==> config.mk <==
export PLATFORM = sky130hd
export DESIGN_NAME = lcd_mode_timing_controller
export DESIGN_NICKNAME = d
export VERILOG_FILES = /design/src/rtl/lcdt_pkg.sv /design/src/rtl/lcdt_step.sv /design/src/rtl/lcd_mode_timing_controller.sv
export SDC_FILE = /design/constraint.sdc
export NUM_CORES = 1
export LEC_CHECK = 0
export ABC_AREA = 1
export BUFFER_PORTS_ARGS = -buffer_cell sky130_fd_sc_hd__buf_2
export CAP_MARGIN = 20
export CORE_AREA = 3 3 143 145
export CTS_BUF_LIST = sky130_fd_sc_hd__clkbuf_8 sky130_fd_sc_hd__clkbuf_16
export DETAILED_ROUTE_END_ITERATION = 10
export DIE_AREA = 0 0 146 148
export SLEW_MARGIN = 15
export SYNTH_ARGS = -nofsm -noshare
export SYNTH_HDL_FRONTEND = slang
export SYNTH_SLANG_ARGS = --single-unit
==> constraint.sdc <==
create_clock -name i_clk -period 5.3 [get_ports i_clk]
set_clock_uncertainty 0.15 [all_clocks]
set_input_delay 0.53 -clock i_clk [delete_from_list [all_inputs] [get_ports i_clk]]
set_output_delay 0.53 -clock i_clk [all_outputs]
set_load 0.02 [all_outputs]
==> src/rtl/lcdt_pkg.sv <==
// ----------------------------------------------------------------------------
// lcdt_pkg
// Shared types and constants for the LCD mode timing controller.
// ----------------------------------------------------------------------------
package lcdt_pkg;

    localparam int unsigned DOT_W  = 16;
    localparam int unsigned LINE_W = 8;
    localparam int unsigned ADD_W  = 8;
    localparam int unsigned EN_W   = 4;
    localparam int unsigned CFG_W  = 8;
    localparam int unsigned CFG_AW = 2;

    localparam logic [1:0] MODE_HBLANK = 2'd0;
    localparam logic [1:0] MODE_VBLANK = 2'd1;
    localparam logic [1:0] MODE_OAM    = 2'd2;
    localparam logic [1:0] MODE_DRAW   = 2'd3;

    localparam logic [DOT_W-1:0] DOTS_OAM    = DOT_W'(80);
    localparam logic [DOT_W-1:0] DOTS_DRAW   = DOT_W'(172);
    localparam logic [DOT_W-1:0] DOTS_HBLANK = DOT_W'(204);
    localparam logic [DOT_W-1:0] DOTS_LINE   = DOT_W'(456);

    localparam logic [LINE_W-1:0] FIRST_VBLANK_LINE = LINE_W'(144);
    localparam logic [LINE_W-1:0] LAST_LINE         = LINE_W'(153);

    localparam int unsigned EN_HBLANK_BIT = 0;
    localparam int unsigned EN_VBLANK_BIT = 1;
    localparam int unsigned EN_OAM_BIT    = 2;
    localparam int unsigned EN_LYC_BIT    = 3;

    localparam logic [CFG_AW-1:0] CFG_STAT_EN  = 2'd0;
    localparam logic [CFG_AW-1:0] CFG_LINE_CMP = 2'd1;
    localparam logic [CFG_AW-1:0] CFG_WIN_TOP  = 2'd2;

    localparam int unsigned IN_TDATA_W  = 16;
    localparam int unsigned OUT_TDATA_W = 24;

    typedef struct packed {
        logic [EN_W-1:0]   stat_en;
        logic [LINE_W-1:0] line_cmp;
        logic [LINE_W-1:0] win_top;
    } t_cfg;

    typedef struct packed {
        logic [DOT_W-1:0]  dot_count;
        logic [LINE_W-1:0] line_count;
        logic [1:0]        ppu_mode;
        logic              coincidence;
        logic              window_flag;
        logic              was_disabled;
    } t_state;

    typedef struct packed {
        logic              window_active;
        logic              frame_done;
        logic              line_render;
        logic              oam_scan_start;
        logic              stat_irq;
        logic              vblank_irq;
        logic [LINE_W-1:0] line;
        logic              coincidence;
        logic [1:0]        mode;
    } t_result;

endpackage

==> src/rtl/lcdt_step.sv <==
// ----------------------------------------------------------------------------
// lcdt_step
// Next-state and result logic for one word of elapsed dots.
// ----------------------------------------------------------------------------
module lcdt_step (
    input  lcdt_pkg::t_cfg                    i_cfg,
    input  lcdt_pkg::t_state                  i_state,
    input  logic                              i_display_on,
    input  logic [lcdt_pkg::ADD_W-1:0]        i_cycles_added,
    output lcdt_pkg::t_state                  o_state,
    output lcdt_pkg::t_result                 o_result
);
    import lcdt_pkg::*;

    logic [DOT_W-1:0]  base_dot;
    logic [LINE_W-1:0] base_line;
    logic              base_win;
    logic [DOT_W:0]    dot_sum;
    logic [DOT_W-1:0]  dot_sat;
    logic [LINE_W-1:0] line_inc;
    logic              allow;
    t_state            ns;
    logic              vb_irq;
    logic              st_irq;
    logic              scan;
    logic              render;
    logic              frame;

    assign base_dot  = i_state.was_disabled ? '0 : i_state.dot_count;
    assign base_line = i_state.was_disabled ? '0 : i_state.line_count;
    assign base_win  = i_state.was_disabled ? 1'b0 : i_state.window_flag;
    assign dot_sum   = {1'b0, base_dot} + {{(DOT_W + 1 - ADD_W){1'b0}}, i_cycles_added};
    assign dot_sat   = dot_sum[DOT_W] ? '1 : dot_sum[DOT_W-1:0];
    assign line_inc  = base_line + LINE_W'(1);

    assign allow = !((i_cfg.stat_en[EN_LYC_BIT] && i_state.coincidence)
                  || (i_cfg.stat_en[EN_OAM_BIT] && i_state.ppu_mode == MODE_OAM)
                  || (i_cfg.stat_en[EN_VBLANK_BIT] && i_state.ppu_mode == MODE_VBLANK)
                  || (i_cfg.stat_en[EN_HBLANK_BIT] && i_state.ppu_mode == MODE_HBLANK));

    always_comb begin
        ns     = i_state;
        vb_irq = 1'b0;
        st_irq = 1'b0;
        scan   = 1'b0;
        render = 1'b0;
        frame  = 1'b0;
        if (!i_display_on) begin
            ns.ppu_mode     = MODE_HBLANK;
            ns.was_disabled = 1'b1;
        end else begin
            ns.was_disabled = 1'b0;
            ns.dot_count    = dot_sat;
            ns.line_count   = base_line;
            ns.window_flag  = base_win;
            case (i_state.ppu_mode)
                MODE_HBLANK: begin
                    if (dot_sat >= DOTS_HBLANK) begin
                        ns.dot_count  = dot_sat - DOTS_HBLANK;
                        ns.line_count = line_inc;
                        if (line_inc == FIRST_VBLANK_LINE) begin
                            ns.ppu_mode = MODE_VBLANK;
                            vb_irq      = 1'b1;
                            st_irq      = i_cfg.stat_en[EN_VBLANK_BIT] && allow;
                        end else begin
                            ns.ppu_mode = MODE_OAM;
                            st_irq      = i_cfg.stat_en[EN_OAM_BIT] && allow;
                        end
                    end
                end
                MODE_VBLANK: begin
                    if (dot_sat >= DOTS_LINE) begin
                        ns.dot_count  = dot_sat - DOTS_LINE;
                        ns.line_count = line_inc;
                        if (line_inc > LAST_LINE) begin
                            frame          = 1'b1;
                            ns.ppu_mode    = MODE_OAM;
                            st_irq         = i_cfg.stat_en[EN_OAM_BIT] && allow;
                            ns.line_count  = '0;
                            ns.window_flag = 1'b0;
                        end
                    end
                end
                MODE_OAM: begin
                    if (dot_sat >= DOTS_OAM) begin
                        scan         = 1'b1;
                        ns.dot_count = dot_sat - DOTS_OAM;
                        ns.ppu_mode  = MODE_DRAW;
                    end
                end
                default: begin
                    if (dot_sat >= DOTS_DRAW) begin
                        ns.dot_count = dot_sat - DOTS_DRAW;
                        ns.ppu_mode  = MODE_HBLANK;
                        st_irq       = i_cfg.stat_en[EN_HBLANK_BIT] && allow;
                        render       = 1'b1;
                    end
                end
            endcase
            ns.coincidence = (ns.line_count == i_cfg.line_cmp);
            if (ns.coincidence && i_cfg.stat_en[EN_LYC_BIT] && allow) begin
                st_irq = 1'b1;
            end
            if (i_cfg.win_top == ns.line_count) begin
                ns.window_flag = 1'b1;
            end
        end
    end

    assign o_state                 = ns;
    assign o_result.mode           = ns.ppu_mode;
    assign o_result.coincidence    = ns.coincidence;
    assign o_result.line           = ns.line_count;
    assign o_result.vblank_irq     = vb_irq;
    assign o_result.stat_irq       = st_irq;
    assign o_result.oam_scan_start = scan;
    assign o_result.line_render    = render;
    assign o_result.frame_done     = frame;
    assign o_result.window_active  = ns.window_flag;

endmodule

==> src/rtl/lcd_mode_timing_controller.sv <==
// ----------------------------------------------------------------------------
// lcd_mode_timing_controller
// Dot, line and mode sequencer with vblank and STAT interrupt requests.
// ----------------------------------------------------------------------------
// Each input word carries the display enable and the dots elapsed since the
// previous word; each accepted word yields exactly one result word. One word
// is taken every cycle unless the skid is full: the step unit updates the
// dot/line/mode state on accept, and a two-entry output buffer keeps
// s_axis_tready high while one result waits. The user must write registers
// through the cfg port only while no result is pending; it is not enforced.
// ----------------------------------------------------------------------------
module lcd_mode_timing_controller (
    input  logic                                i_clk,
    input  logic                                i_rst_n,
    input  logic                                i_cfg_wr_en,
    input  logic [lcdt_pkg::CFG_AW-1:0]         i_cfg_addr,
    input  logic [lcdt_pkg::CFG_W-1:0]          i_cfg_wdata,
    input  logic                                s_axis_tvalid,
    output logic                                s_axis_tready,
    // [0] display_on, [8:1] cycles_added, [15:9] zero
    input  logic [lcdt_pkg::IN_TDATA_W-1:0]     s_axis_tdata,
    output logic                                m_axis_tvalid,
    input  logic                                m_axis_tready,
    // [1:0] mode, [2] coincidence, [10:3] line, [11] vblank_irq, [12] stat_irq,
    // [13] oam_scan_start, [14] line_render, [15] frame_done,
    // [16] window_active, [23:17] zero
    output logic [lcdt_pkg::OUT_TDATA_W-1:0]    m_axis_tdata
);
    import lcdt_pkg::*;

    t_cfg    r_cfg;
    t_state  r_state;
    t_state  n_state;
    t_result n_result;
    t_result r_out;
    t_result r_skid;
    logic    r_out_valid;
    logic    r_skid_valid;
    logic    push;
    logic    pop;

    assign s_axis_tready = !r_skid_valid;
    assign push          = s_axis_tvalid && s_axis_tready;
    assign pop           = r_out_valid && m_axis_tready;

    lcdt_step u_step (
        .i_cfg          (r_cfg),
        .i_state        (r_state),
        .i_display_on   (s_axis_tdata[0]),
        .i_cycles_added (s_axis_tdata[ADD_W:1]),
        .o_state        (n_state),
        .o_result       (n_result)
    );

    always_ff @(posedge i_clk) begin
        if (!i_rst_n) begin
            r_cfg <= '0;
        end else if (i_cfg_wr_en) begin
            case (i_cfg_addr)
                CFG_STAT_EN:  r_cfg.stat_en  <= i_cfg_wdata[EN_W-1:0];
                CFG_LINE_CMP: r_cfg.line_cmp <= i_cfg_wdata[LINE_W-1:0];
                CFG_WIN_TOP:  r_cfg.win_top  <= i_cfg_wdata[LINE_W-1:0];
                default: ;
            endcase
        end
    end

    always_ff @(posedge i_clk) begin
        if (!i_rst_n) begin
            r_state <= '0;
        end else if (push) begin
            r_state <= n_state;
        end
    end

    always_ff @(posedge i_clk) begin
        if (!i_rst_n) begin
            r_out_valid  <= 1'b0;
            r_skid_valid <= 1'b0;
        end else begin
            if (pop) begin
                if (r_skid_valid) begin
                    r_out        <= r_skid;
                    r_skid_valid <= 1'b0;
                end else if (push) begin
                    r_out <= n_result;
                end else begin
                    r_out_valid <= 1'b0;
                end
            end else if (push) begin
                if (r_out_valid) begin
                    r_skid       <= n_result;
                    r_skid_valid <= 1'b1;
                end else begin
                    r_out       <= n_result;
                    r_out_valid <= 1'b1;
                end
            end
        end
    end

    assign m_axis_tvalid = r_out_valid;
    assign m_axis_tdata  = {{(OUT_TDATA_W - $bits(t_result)){1'b0}}, r_out};

    a_skid_needs_head: assert property (@(posedge i_clk) disable iff (!i_rst_n)
        r_skid_valid |-> r_out_valid)
        else $error("skid entry held without head entry");

    a_line_range: assert property (@(posedge i_clk) disable iff (!i_rst_n)
        r_state.line_count <= LAST_LINE)
        else $error("line counter beyond last line");

    a_frame_restart: assert property (@(posedge i_clk) disable iff (!i_rst_n)
        (r_out_valid && r_out.frame_done) |-> (r_out.line == '0 && r_out.mode == MODE_OAM))
        else $error("frame done without restart at line zero");

    a_vblank_entry: assert property (@(posedge i_clk) disable iff (!i_rst_n)
        (r_out_valid && r_out.vblank_irq)
            |-> (r_out.line == FIRST_VBLANK_LINE && r_out.mode == MODE_VBLANK))
        else $error("vblank request outside vblank entry");

    a_full_stalls: assert property (@(posedge i_clk) disable iff (!i_rst_n)
        (r_skid_valid && !m_axis_tready) |=> (r_skid_valid && $stable(r_skid)))
        else $error("skid entry lost while stalled");

endmodule

==> results.md <==
* Final Non-Filler Cells at 1,322
* Worst slew pin tran at 0.893 ns
* RR Startpoint: r_state[0]$_SDFFE_PN0P_
* Post-synth cell types at 55
* Fin worst setup slack at 0.351 ns
* Area share of the largest cell type after synthesis at 15.1%
* Worst reg2reg path depth at 27
* Worst Setup SP: r_state[0]$_SDFFE_PN0P_
* WP data arrival at 5.02 ns
* Clock sinks at 85
* GR Overflow Total at 0
* Critical path buffers and inverters at 3
* Initial Util at 34.9%
* Detailed Route WL at 18,900 µm
* Cells after synthesis at 1,013
* CTS Hold Bufs at 0
* Fmax at 0.202 GHz
* CP dominant cell by count: nand2_1
* Post-synthesis sequential area ratio at 30.3%
* Number of flops mapped to enable cells by yosys at 34
* Internal reg-to-reg setup slack at 0.35 ns
* Clk root buf: clkbuf_16
* Vias at 6,472
* Synth warn at 0
* Pwr/cell area at 319 nW/µm²
* Mapped cell area at 6750 µm²
* Area Growth Syn to Fin at 11.1%
* Sequential Area at 2040 µm²
* Cell type with the highest aggregate area in the netlist: dfxtp_1
* Share of layout cells above drive strength 1 at 14.1%
* Die Ht at 148 µm
* Cell family with most CP delay: simple AND/OR/NAND/NOR gates
* DR iter-0 viols at 514
* Synthesized flop and latch total at 85
* CP max FO at 9
* H-tree Lvls at 3
* Power Total at 2.39 mW
* Largest net degree at the start of global routing at 43
* # setup viols final at 0
* Startpoint class of the critical path: flip-flop
* # nets final at 1,104
* Levels on crit path at 27
* Core area at 19,300 µm²
* HPWL after DPL at 15,000 µm
* Worst Setup EP: m_axis_tdata[16]$_DFFE_PP_
* Req. time, crit path at 5.37 ns
* Wire length of the first global-routing pass at 30,800 µm
* Post_cts resized at 0
* Post-synth top flop: dfxtp_1
* Post-CTS setup buffers at 0
* Final period util at 93.4%
* Row count at 51
* Post-DRT Antenna Nets at 0
* Synth cell count leaders: nand2_1 (247), inv_1 (139), nor2_1 (98)
* Final hold violation count at 0
* Setup CP Type: flip-flop to flip-flop
* Die area at 21,600 µm²
* Drt drc at 0
* Async set-reset flop share out of synthesis at 0%
* GPL Wtd Cong at 0.940
* Diodes inserted at 0
* Vias per cell at 4.90
* CP peak stage delay at 0.54 ns
* Setup tns final at 0 ns
* Multi-input logic area at 3920 µm²
* Status: completed
* Initial antenna violation count at 0
* Filler instances at 2,057
* Core Util, Final at 38.8%
* Max_slew headroom at 40.3%
* Hold WS at 0.298 ns
* Final Max Tran Viols at 0
* Final instance area at 7490 µm²
* Count leader, synth: nand2_1
* DP Worst Slack at 0.423 ns
* CTS Buf Count at 9
* Hold crit path type: input port to flip-flop
* Placed inst area at 7190 µm²
* Crit end category: flip-flop
* Drt first pass iters at 6
* Peak VDD IR at 0.000143 V
* Gr usage total at 17.5%
* Worst r2r dst: m_axis_tdata[16]$_DFFE_PP_
* Avg Cell Area, Syn at 6.66 µm²
* I/O pin cnt at 57
* Vias in the first global route at 5,983
* # Max-Cap Violations at 0
* RSZ-0062 raised after global routing: false
* Slowest-stage cell, CP: dfxtp_1
* CTS tree: yes
* Worst-Skew Late Latency at 0.35 ns
* Synth top area cells: dfxtp_1 (15%), edfxtp_1 (15%), nand2_1 (14%)
* Die Width at 146 µm
* WL/cell at 14.3 µm
* Post-layout min period at 4.95 ns
* Leakage at 3.52 nW
* Placed Cells at 1,306
* CTS Buffer Depth at 2
* Clock transition at the registers of the reported paths at 0.07 ns
* IO buf count at 42
[registers in the layout, summed over array words and instances, names as in the netlist]
register and flops:
m_axis_tvalid 1, r_skid 17, m_axis_tdata 17, r_cfg 20, r_state 29, r_skid_valid 1
[layer usage]
layer	vias up	wire [µm]	global-route usage (%)	part of all wire, %
met1	2853	9390	25.5	50
met3	32	1100	2.82	5.8
met2	203	7970	26.3	42
met4	0	447	6.16	2.4
li1	3384	-	-	-
met5	-	0	0	0
[layout by cell type (no fill, tap or decap), drive strengths merged, types with 21 or more instances in the layout]
cell type,netlist,layout
a21oi,50,50
buf,18,53
dfxtp,51,51
edfxtp,34,34
inv,157,162
nand2,269,269
nand3,78,78
nand4,23,23
nor2,109,109
o21ai,93,93
xor2,21,21
[cell families after synthesis]
| group | after synthesis | share of synthesized area, % |
|---|---|---|
| XOR/XNOR | 21 | 2.84 |
| buffers and inverters | 191 | 11.9 |
| other | 1 | 0.0556 |
| AO/OA/AOI/OAI | 179 | 14.9 |
| AND/OR/NAND/NOR | 511 | 35.4 |
| multiplexers | 4 | 0.668 |
| adder cells (fa/ha/maj) | 21 | 4.01 |
| flip-flops | 85 | 30.3 |
[worst min-delay path by stage]
stage               depth (start not counted)                     to  slack [ns]                   from
CTS                                         3  r_cfg[9]$_SDFFE_PN0P_        0.29         i_cfg_wdata[1]
global placement                            2  r_cfg[3]$_SDFFE_PN0P_        0.31  r_cfg[3]$_SDFFE_PN0P_
finish                                      3  r_cfg[9]$_SDFFE_PN0P_        0.30         i_cfg_wdata[1]
detailed placement                          2  r_cfg[3]$_SDFFE_PN0P_        0.31  r_cfg[3]$_SDFFE_PN0P_
floorplan                                   2  r_cfg[0]$_SDFFE_PN0P_        0.29  r_cfg[0]$_SDFFE_PN0P_
global route                                3  r_cfg[9]$_SDFFE_PN0P_        0.31         i_cfg_wdata[1]
[area by class of cell]
type	count	share of cell area, %
inverters	160	8.08
repair buffers	53	3.91
multi-input cells	743	52.3
clock inverters	7	0.985
flip-flops and latches	85	27.2
well taps	265	4.42
clock buffers	9	3.01
[worst min-delay path: stages]
cell	delay, ns
buf_2	0.11
nor2_1	0.05
nor2_1	0.08
[power by group]
group / switching [mW] / leakage [nW] / total (mW) / internal [mW]
registers: 0.0237 / 0.733 / 0.753 / 0.730
logic: 0.696 / 2.64 / 0.999 / 0.303
clock network: 0.302 / 0.148 / 0.636 / 0.334
Note: power is estimated with default switching activity, not from simulation.
